[src/alux_pkg.sv]
// ----------------------------------------------------------------------------
// Ambient light lux package
// Shared widths, register indexes, coefficient tables and the stage payload.
// ----------------------------------------------------------------------------
package alux_pkg;

   localparam int CntW    = 16;
   localparam int ChW     = 25;   // scaled count: 16 bits times up to 2^9
   localparam int QuoW    = 11;   // ch1/ch0 in Q11, below 2^11 while ch1 < ch0
   localparam int RatW    = 11;
   localparam int LuxW    = 21;
   localparam int CoefW   = 10;
   localparam int ProdW   = ChW + CoefW;
   localparam int NumCell = QuoW; // one restoring-division bit per cell

   localparam logic [1:0] REG_ITIME   = 2'd0;
   localparam logic [1:0] REG_GAIN    = 2'd1;
   localparam logic [1:0] REG_PACKAGE = 2'd2;

   localparam logic [15:0] SCALE_T0  = 16'h7517;
   localparam logic [15:0] SCALE_T1  = 16'h0fe7;
   localparam logic [15:0] COUNT_SAT = 16'hffff;

   typedef struct packed {
      logic            valid;
      logic            clip;
      logic            pkg;
      logic [ChW-1:0]  ch0;
      logic [ChW-1:0]  ch1;
      logic [ChW:0]    rem;   // partial remainder
      logic [QuoW-1:0] quo;   // quotient bits so far
   } cell_data_type;

   function automatic logic [CoefW-1:0] brk_f(input logic pkg, input logic [2:0] i);
      logic [CoefW-1:0] v;
      case ({pkg, i})
         4'h0: v = 10'h040; 4'h1: v = 10'h080; 4'h2: v = 10'h0c0; 4'h3: v = 10'h100;
         4'h4: v = 10'h138; 4'h5: v = 10'h19a; 4'h6: v = 10'h29a;
         4'h8: v = 10'h043; 4'h9: v = 10'h085; 4'ha: v = 10'h0c8; 4'hb: v = 10'h10a;
         4'hc: v = 10'h14d; 4'hd: v = 10'h19a; 4'he: v = 10'h29a;
         default: v = 10'h3ff;
      endcase
      return v;
   endfunction

   function automatic logic [CoefW-1:0] off_f(input logic pkg, input logic [2:0] s);
      logic [CoefW-1:0] v;
      case ({pkg, s})
         4'h0: v = 10'h1f2; 4'h1: v = 10'h214; 4'h2: v = 10'h23f; 4'h3: v = 10'h270;
         4'h4: v = 10'h16f; 4'h5: v = 10'h0d2; 4'h6: v = 10'h018;
         4'h8: v = 10'h204; 4'h9: v = 10'h228; 4'ha: v = 10'h253; 4'hb: v = 10'h282;
         4'hc: v = 10'h177; 4'hd: v = 10'h101; 4'he: v = 10'h037;
         default: v = '0;
      endcase
      return v;
   endfunction

   function automatic logic [CoefW-1:0] slp_f(input logic pkg, input logic [2:0] s);
      logic [CoefW-1:0] v;
      case ({pkg, s})
         4'h0: v = 10'h1be; 4'h1: v = 10'h2d1; 4'h2: v = 10'h37b; 4'h3: v = 10'h3fe;
         4'h4: v = 10'h1fc; 4'h5: v = 10'h0fb; 4'h6: v = 10'h012;
         4'h8: v = 10'h1ad; 4'h9: v = 10'h2c1; 4'ha: v = 10'h363; 4'hb: v = 10'h3df;
         4'hc: v = 10'h1dd; 4'hd: v = 10'h127; 4'he: v = 10'h02b;
         default: v = '0;
      endcase
      return v;
   endfunction

endpackage

[src/alux_div_cell.sv]
// ----------------------------------------------------------------------------
// Divider cell
// One restoring-division step per cell; the payload moves on every cycle
// that the pipeline advances.
// ----------------------------------------------------------------------------
module alux_div_cell (
   input  logic                   clock,
   input  logic                   reset,
   input  logic                   advance,
   input  alux_pkg::cell_data_type d_in,
   output alux_pkg::cell_data_type d_out
);

   alux_pkg::cell_data_type data_ff, data_in;
   logic [alux_pkg::ChW+1:0] trial;

   always_comb begin
      data_in = d_in;
      trial   = {d_in.rem, 1'b0} - {2'b00, d_in.ch0};
      // Numerator bits are zero below the shifted ch1, so only the remainder shifts.
      if (!trial[alux_pkg::ChW+1]) begin
         data_in.rem = trial[alux_pkg::ChW:0];
         data_in.quo = {d_in.quo[alux_pkg::QuoW-2:0], 1'b1};
      end else begin
         data_in.rem = {d_in.rem[alux_pkg::ChW-1:0], 1'b0};
         data_in.quo = {d_in.quo[alux_pkg::QuoW-2:0], 1'b0};
      end
   end

   always_ff @(posedge clock) begin
      if (reset) begin
         data_ff.valid <= 1'b0;
      end else if (advance) begin
         data_ff.valid <= data_in.valid;
      end
      if (advance) begin
         data_ff.clip <= data_in.clip;
         data_ff.pkg  <= data_in.pkg;
         data_ff.ch0  <= data_in.ch0;
         data_ff.ch1  <= data_in.ch1;
         data_ff.rem  <= data_in.rem;
         data_ff.quo  <= data_in.quo;
      end
   end

   assign d_out = data_ff;

endmodule

[src/ambient_light_lux_calc.sv]
// ----------------------------------------------------------------------------
// Ambient light lux calculation
// Two-channel light sensor counts to rounded illuminance with clip status.
// ----------------------------------------------------------------------------
// Pipeline: a request transaction passes through the scale stage, 11 divider
// cells, the segment stage, the product stage and the output register, one
// register each, before its response shows on rsp_tvalid.
// Throughput: one transaction per cycle; the whole chain stalls only while
// the output register holds a response that is not taken.
// Reset: synchronous, active high; clears all valid bits and sets the
// configuration registers to their reset values: itime 2, gain 0, package 0.
module ambient_light_lux_calc (
   input  logic        clock,
   input  logic        reset,
   input  logic        req_tvalid,
   output logic        req_tready,
   input  logic [31:0] req_tdata,   // [15:0] broadband_count, [31:16] infrared_count
   output logic        rsp_tvalid,
   input  logic        rsp_tready,
   output logic [23:0] rsp_tdata,   // [20:0] lux, [21] status, [23:22] zero
   input  logic        csr_valid,
   output logic        csr_ready,
   input  logic [1:0]  csr_index,
   input  logic [1:0]  csr_data
);

   localparam int ChW = alux_pkg::ChW;
   localparam int N   = alux_pkg::NumCell;

   // Configuration registers; always writable.
   logic [1:0] itime_ff;
   logic       gain_ff, pkg_ff;

   assign csr_ready = 1'b1;

   always_ff @(posedge clock) begin
      if (reset) begin
         itime_ff <= 2'd2;
         gain_ff  <= 1'b0;
         pkg_ff   <= 1'b0;
      end else if (csr_valid) begin
         case (csr_index)
            alux_pkg::REG_ITIME:   itime_ff <= csr_data;
            alux_pkg::REG_GAIN:    gain_ff  <= csr_data[0];
            alux_pkg::REG_PACKAGE: pkg_ff   <= csr_data[0];
            default: ;
         endcase
      end
   end

   // The whole chain moves together whenever the output slot is free or drained.
   logic advance;
   assign advance    = !rsp_tvalid || rsp_tready;
   assign req_tready = advance;

   // Scale stage: one 16x20 multiply per channel, then shift by 10.
   logic [15:0] c0, c1, scale;
   logic [19:0] scale_g;
   logic [35:0] p0, p1;
   logic        clip;
   alux_pkg::cell_data_type chain [0:N];
   alux_pkg::cell_data_type s0_ff, s0_in;

   always_comb begin
      c0 = req_tdata[15:0];
      c1 = req_tdata[31:16];
      case (itime_ff)
         2'd0:    scale = alux_pkg::SCALE_T0;
         2'd1:    scale = alux_pkg::SCALE_T1;
         default: scale = 16'd1024;
      endcase
      scale_g = gain_ff ? {4'd0, scale} : {scale, 4'd0};
      p0   = 36'(c0) * 36'(scale_g);
      p1   = 36'(c1) * 36'(scale_g);
      clip = (c1 > c0) || (c0 == alux_pkg::COUNT_SAT) || (c1 == alux_pkg::COUNT_SAT);
      s0_in.valid = req_tvalid;
      s0_in.clip  = clip;
      s0_in.pkg   = pkg_ff;
      s0_in.ch0   = p0[ChW+9:10];
      s0_in.ch1   = p1[ChW+9:10];
      // The divider starts from a remainder equal to the scaled channel 1.
      s0_in.rem   = {1'b0, p1[ChW+9:10]};
      s0_in.quo   = '0;
   end

   always_ff @(posedge clock) begin
      if (reset) begin
         s0_ff.valid <= 1'b0;
      end else if (advance) begin
         s0_ff.valid <= s0_in.valid;
      end
      if (advance) begin
         s0_ff.clip <= s0_in.clip;
         s0_ff.pkg  <= s0_in.pkg;
         s0_ff.ch0  <= s0_in.ch0;
         s0_ff.ch1  <= s0_in.ch1;
         s0_ff.rem  <= s0_in.rem;
         s0_ff.quo  <= s0_in.quo;
      end
   end

   // The eleven cells form floor((ch1 << 11) / ch0). Starting the remainder at
   // ch1 is valid whenever ch1 < ch0, which also keeps the quotient below 2^11.
   // Equal channels and a zero channel 0 are resolved after the chain.
   assign chain[0] = s0_ff;

   genvar g;
   generate
      for (g = 0; g < N; g++) begin : g_cell
         alux_div_cell u_cell (
            .clock  (clock),
            .reset  (reset),
            .advance(advance),
            .d_in   (chain[g]),
            .d_out  (chain[g+1])
         );
      end
   endgenerate

   // Dropping the lowest quotient bit gives floor((ch1 << 10) / ch0); one more
   // rounded halving gives the ratio in Q9.
   alux_pkg::cell_data_type   dv;
   logic [alux_pkg::RatW-1:0] ratio;
   assign dv = chain[N];

   always_comb begin
      // Equal channels give a quotient of exactly 2^11, out of the cells' reach;
      // their rounded ratio is 1.0, which is 512 in Q9.
      if (dv.ch0 == '0)              ratio = '0;
      else if (dv.ch1 == dv.ch0)     ratio = 11'd512;
      else ratio = 11'((12'(dv.quo[alux_pkg::QuoW-1:1]) + 12'd1) >> 1);
   end

   // Segment stage.
   logic [2:0] seg;
   always_comb begin
      seg = 3'd7;
      for (int i = 6; i >= 0; i--) begin
         if ({1'b0, ratio} <= 12'(alux_pkg::brk_f(dv.pkg, 3'(i)))) seg = 3'(i);
      end
   end

   logic                         s1_valid_ff, s1_clip_ff;
   logic [ChW-1:0]               s1_ch0_ff, s1_ch1_ff;
   logic [alux_pkg::CoefW-1:0]   s1_off_ff, s1_slp_ff;

   always_ff @(posedge clock) begin
      if (reset) begin
         s1_valid_ff <= 1'b0;
      end else if (advance) begin
         s1_valid_ff <= dv.valid;
      end
      if (advance) begin
         s1_clip_ff <= dv.clip;
         s1_ch0_ff  <= dv.ch0;
         s1_ch1_ff  <= dv.ch1;
         s1_off_ff  <= alux_pkg::off_f(dv.pkg, seg);
         s1_slp_ff  <= alux_pkg::slp_f(dv.pkg, seg);
      end
   end

   // Product stage.
   logic                       s2_valid_ff, s2_clip_ff;
   logic [alux_pkg::ProdW-1:0] s2_pos_ff, s2_neg_ff;

   always_ff @(posedge clock) begin
      if (reset) begin
         s2_valid_ff <= 1'b0;
      end else if (advance) begin
         s2_valid_ff <= s1_valid_ff;
      end
      if (advance) begin
         s2_clip_ff <= s1_clip_ff;
         s2_pos_ff  <= alux_pkg::ProdW'(s1_ch0_ff) * alux_pkg::ProdW'(s1_off_ff);
         s2_neg_ff  <= alux_pkg::ProdW'(s1_ch1_ff) * alux_pkg::ProdW'(s1_slp_ff);
      end
   end

   // Difference, rounding, clamp, zero lux on clip and output register.
   logic [alux_pkg::ProdW-1:0] diff, rnd;
   logic [alux_pkg::LuxW-1:0]  lux;
   logic                       rsp_valid_ff;
   logic [alux_pkg::LuxW:0]    rsp_data_ff;

   always_comb begin
      diff = (s2_pos_ff > s2_neg_ff) ? (s2_pos_ff - s2_neg_ff) : '0;
      rnd  = (diff + alux_pkg::ProdW'(14'd8192)) >> 14;
      lux  = (rnd > alux_pkg::ProdW'(21'h1fffff)) ? 21'h1fffff : rnd[alux_pkg::LuxW-1:0];
      if (s2_clip_ff) lux = '0;
   end

   always_ff @(posedge clock) begin
      if (reset) begin
         rsp_valid_ff <= 1'b0;
      end else if (advance) begin
         rsp_valid_ff <= s2_valid_ff;
      end
      if (advance) begin
         rsp_data_ff <= {s2_clip_ff, lux};
      end
   end

   assign rsp_tvalid = rsp_valid_ff;
   assign rsp_tdata  = {2'b00, rsp_data_ff};

endmodule

[config.mk]
export PLATFORM = sky130hd
export DESIGN_NAME = ambient_light_lux_calc
export DESIGN_NICKNAME = d
export VERILOG_FILES = /design/src/alux_pkg.sv /design/src/alux_div_cell.sv /design/src/ambient_light_lux_calc.sv
export SDC_FILE = /design/constraint.sdc
export NUM_CORES = 2
export LEC_CHECK = 0
export BUFFER_PORTS_ARGS = -buffer_cell sky130_fd_sc_hd__buf_2
export CAP_MARGIN = 10
export CORE_ASPECT_RATIO = 0.7
export CORE_UTILIZATION = 50
export DETAILED_ROUTE_END_ITERATION = 8
export PLACE_DENSITY = 0.68
export SYNTH_ARGS = -nofsm -noshare
export SYNTH_HDL_FRONTEND = slang
export SYNTH_HIERARCHICAL = 1
export SYNTH_SLANG_ARGS = --single-unit
[constraint.sdc]
create_clock -name clock -period 60.2 [get_ports clock]
set_clock_uncertainty 0.1 [all_clocks]
set_input_delay 15.05 -clock clock [delete_from_list [all_inputs] [get_ports clock]]
set_output_delay 15.05 -clock clock [all_outputs]
set_load 0.01 [all_outputs]
[Word level (Yosys, flattened, before mapping)]
Memories as Yosys holds them, arrays and structs flattened. A register that Yosys moved wholly into a read port is not among the register bits.
Index checks and enable logic that the tools add are counted.
W data, S select, Z words.
Word-level totals
  ROM bits: 320
  bits of input ports: 41
  output and inout port bits: 27
  logic and storage cells: 181
  flip-flop bits (word level): 1158
  memories kept: 2
Memory list
  (name not given): depth 16, width 10, read ports 1, clocked after Yosys merged registers in 1, wr ports 0, line alux_pkg.sv:48  | case ({pkg, s})
  (name not given): depth 16, width 10, read ports 1, clocked after Yosys merged registers in 1, wr ports 0, line alux_pkg.sv:60  | case ({pkg, s})
Cells by class
  reduce and logical (&&, ||, !) cells: 10
  multiplexer cells: 29
  eq/ne operators: 6
  $mul: 4
  magnitude comparators: 10
  bitwise operators: 1
  add/sub/neg operators: 14
Operators by type and width (count)
  $mux W37: 10
  $sub A27 B25 Y27: 10
  $pmux W10 S2: 5
  $mul A16 B20 Y35: 2
  $mul A25 B10 Y35: 2
  $le A11 B10 Y1: 5
  $add A35 B14 Y35 const B: 1
  $gt A35 B35 Y1: 1
  $mux W35: 1
  $sub A35 B35 Y35: 1
  $eq A16 B16 Y1 const B: 2
  $pmux W15 S2: 1
  $sub A26 B25 Y27: 1
  $eq A25 B25 Y1: 1
  $logic_not A25 Y1: 1
  $gt A21 B21 Y1 const B: 1
  $mux W21: 1
  $mux W10: 2
  $mux W20: 1
  $mux W3: 6
  $gt A16 B16 Y1: 1
  $add A10 B1 Y11 const B: 1
  $le A11 B10 Y1 const B: 1
  $le A11 B9 Y1 const B: 1
  8 further kinds: 15

[Depth between registers and ports, before layout]
  depth after elaboration: 11
  mapped depth: 29
  gate-level depth less buffers: 28

[Modules after synthesis]
Netlist, hierarchy kept.
By module, submodules not included
  alux_div_cell: sequential area each 2692.6 µm², instances 11, cells an instance 326, area each 4516.8 µm²
  ambient_light_lux_calc: sequential area each 6646.4 µm², instances 1, cells an instance 4607, area each 43782.0 µm²

[Worst setup path after synthesis]
Ideal clock, no wire load.
  path type: input to output
  start point: in rsp_tready
  end point: out req_tready
  required time: 45050 ps
  stages: 2
  arrival time: 48031 ps
  path slack: -2981 ps
  cells stage by stage: nand2b_1 -> clkbuf_1
On the way
  word-level cells in the longest chain between the ends: 1
RTL lines
  start: declaration: line ambient_light_lux_calc.sv:19  | input logic rsp_tready,
  $logic_or A1 B1 Y1: line ambient_light_lux_calc.sv:53  | assign advance = !rsp_tvalid || rsp_tready;
  end: declaration: line ambient_light_lux_calc.sv:16  | output logic req_tready,
No other way between the ends.

[Final worst setup path]
Ends and elaborated chain as after synthesis.

==> key figures <==
Run status
  • Status: finished, final reports clean

Global routing
  • Initial antenna violation count: 4
  • Global-route wire length before repair: 310000 um
  • Vias in the first global route: 56200
  • Largest net degree at the start of global routing: 159
  • Congestion Overflow GR: 0
  • Total Routing Usage GR: 0.225

Placement
  • Port Buffers: 64
  • Routability cong.: 0.925
  • HPWL after detailed placement: about 150000 um

STA
  • Fin. max-slew vios: 0
  • Max-slew headroom: 0.201
  • Tcrit/Tclk final: 0.515
  • Setup TNS: 0 ns
  • Transition time of the tightest slew-check pin: ~1.2 ns
  • Max Freq: roughly 32 MHz
  • Unrepaired setup endpoints after global routing: no
  • Post-layout min period: 31.02 ns
  • Final setup vio count: 0
  • Fin. Hold Viols: 0

Yosys
  • Synth Cell Area: a little under 90000 um2
  • YS warnings: 6
  • Post-Syn Area per Cell: between 10 and 15 um2
  • Syn Inst Count: just under 8000

CTS
  • Root buf cell: clkbuf_16
  • Clk Latency, worst-skew pair: 0.78 ns
  • Number of buffers created by CTS: between 100 and 150
  • Reg clk slew, reported paths: 0.06 ns
  • CTS tree: yes
  • Post_cts resized: 0
  • Clock tree sinks: ~1100
  • CTS hold repair buffers: 0
  • H-tree levels: 3
  • Post-CTS setup buffer count: 0
  • Max Root-Sink Buffers: 3

Run
  • MaxCap Viol Count: 0

Route
  • Total length of routed wires: 195000 um
  • Drt wl/cell: 19.3 um
  • Via density: 5.45
  • Pre-Repair DR Iteration Count: 6
  • Post-route ant nets: 0
  • Via count: 55100
  • Drt initial violations: 4341
  • DRC Markers: 0

Hold path
  • Hold path endpoint: g_cell[3].u_cell/d_out[44]$_DFFE_PP_
  • WHS Path Cells: 0
  • Hold WC Path Type: flop to flop
  • Hold_sp: g_cell[2].u_cell/d_out[44]$_DFFE_PP_

Setup path
  • RR Endpoint: chain[1073]$_DFFE_PP_
  • Worst reg-to-reg setup slack: between 50 and 60 ns
  • Crit-path max FO: 27
  • Critical R2R Launch: itime_ff[0]$_SDFFE_PP0P_
  • CP required: around 45 ns
  • CP endpoint kind: output pin
  • Crit path DAT: 15.87 ns
  • Setup Crit Path Kind: input port to output pin
  • Setup crit start kind: input port
  • R2R cell count: 26

Floorplan
  • Die ar.: about 180000 um2
  • Die width: 502 um
  • Initial core utilization: 0.507
  • Die Span Y: 352 um
  • IO Pins: 68
  • # rows: between 100 and 150
  • Core Area: between 150000 and 200000 um2

Final layout
  • P&R area growth vs syn: 6.80%
  • Fraction of layout instances using a drive strength above 1: 0.0809
  • # nets final: 9248
## registers in the layout, summed over array words and instances, names as in the netlist, 2 cells and up
signal,count
g_cell.u_cell/d_out,882
s1_ch0_ff,25
chain,53
s1_off_ff,10
s1_slp_ff,10
rsp_data_ff,22
s2_pos_ff,35
s2_neg_ff,35
itime_ff,2
s1_ch1_ff,25
## layer usage
layer / vias up / wire length, um / global-route usage
li1: 25900 / - / -
met1: 27300 / 91500 / 0.326
met2: 1617 / 84700 / 0.344
met3: 262 / 13900 / 0.0450
met4: 0 / 5230 / 0.0622
met5: - / 0 / 0
## per-stage QoR
step                setup WS (ns)  area [um2]  std cells  hold WS [ns]  utilization
global placement            29.19       89700       9915         0.301        0.520
floorplan                   16.22       87400       7721         0.300            -
detailed placement          29.17       89700       9915         0.305        0.520
finish                      29.18       93300      10100         0.260        0.541
global route                29.15       93300      10100         0.259        0.541
CTS                         29.17       93300      10100         0.241        0.541
## critical path, cell delays in order
cell and delay (ns):
buf_2 0.07, nand2b_4 0.46, buf_2 0.24
## cells in the final DEF, fill, tap and decap left out, types with 103 or more instances in the layout
cell and n:
and2_1 329, fa_1 812, o21ai_0 197, nor2_1 283, o21a_1 103, edfxtp_1 1087
xor2_1 158, clkbuf_16 108, nand2_1 752, a21oi_1 277, inv_1 1264, mux2_4 154
xnor2_1 183, ha_1 692, a21o_1 127
## how the worst max path moves through the flow
| stage | from | end | slack (ns) | cells past startpoint |
|---|---|---|---|---|
| 2_1_floorplan | rsp_tready | req_tready | 16.22 | 2 |
| 3_3_place_gp | rsp_tready | req_tready | 29.19 | 3 |
| 3_5_place_dp | rsp_tready | req_tready | 29.17 | 3 |
| 4_1_cts | rsp_tready | req_tready | 29.17 | 3 |
| 5_1_grt | rsp_tready | req_tready | 29.15 | 3 |
| 6_report | rsp_tready | req_tready | 29.18 | 3 |
## area by class of cell
class,count,area [um2]
Timing Repair Buffer,103,626
Clock buffer,126,2770
Clock inverter,72,831
Sequential cell,1106,33000
Multi-Input combinational cell,5097,48200
Fill cell,14600,79100
Antenna cell,2,5.00
Inverter,1287,4880
Tap cell,2322,2910
Power is not shown: default switching activity piles up to over one toggle a cycle in this logic, so the estimate is an artifact.
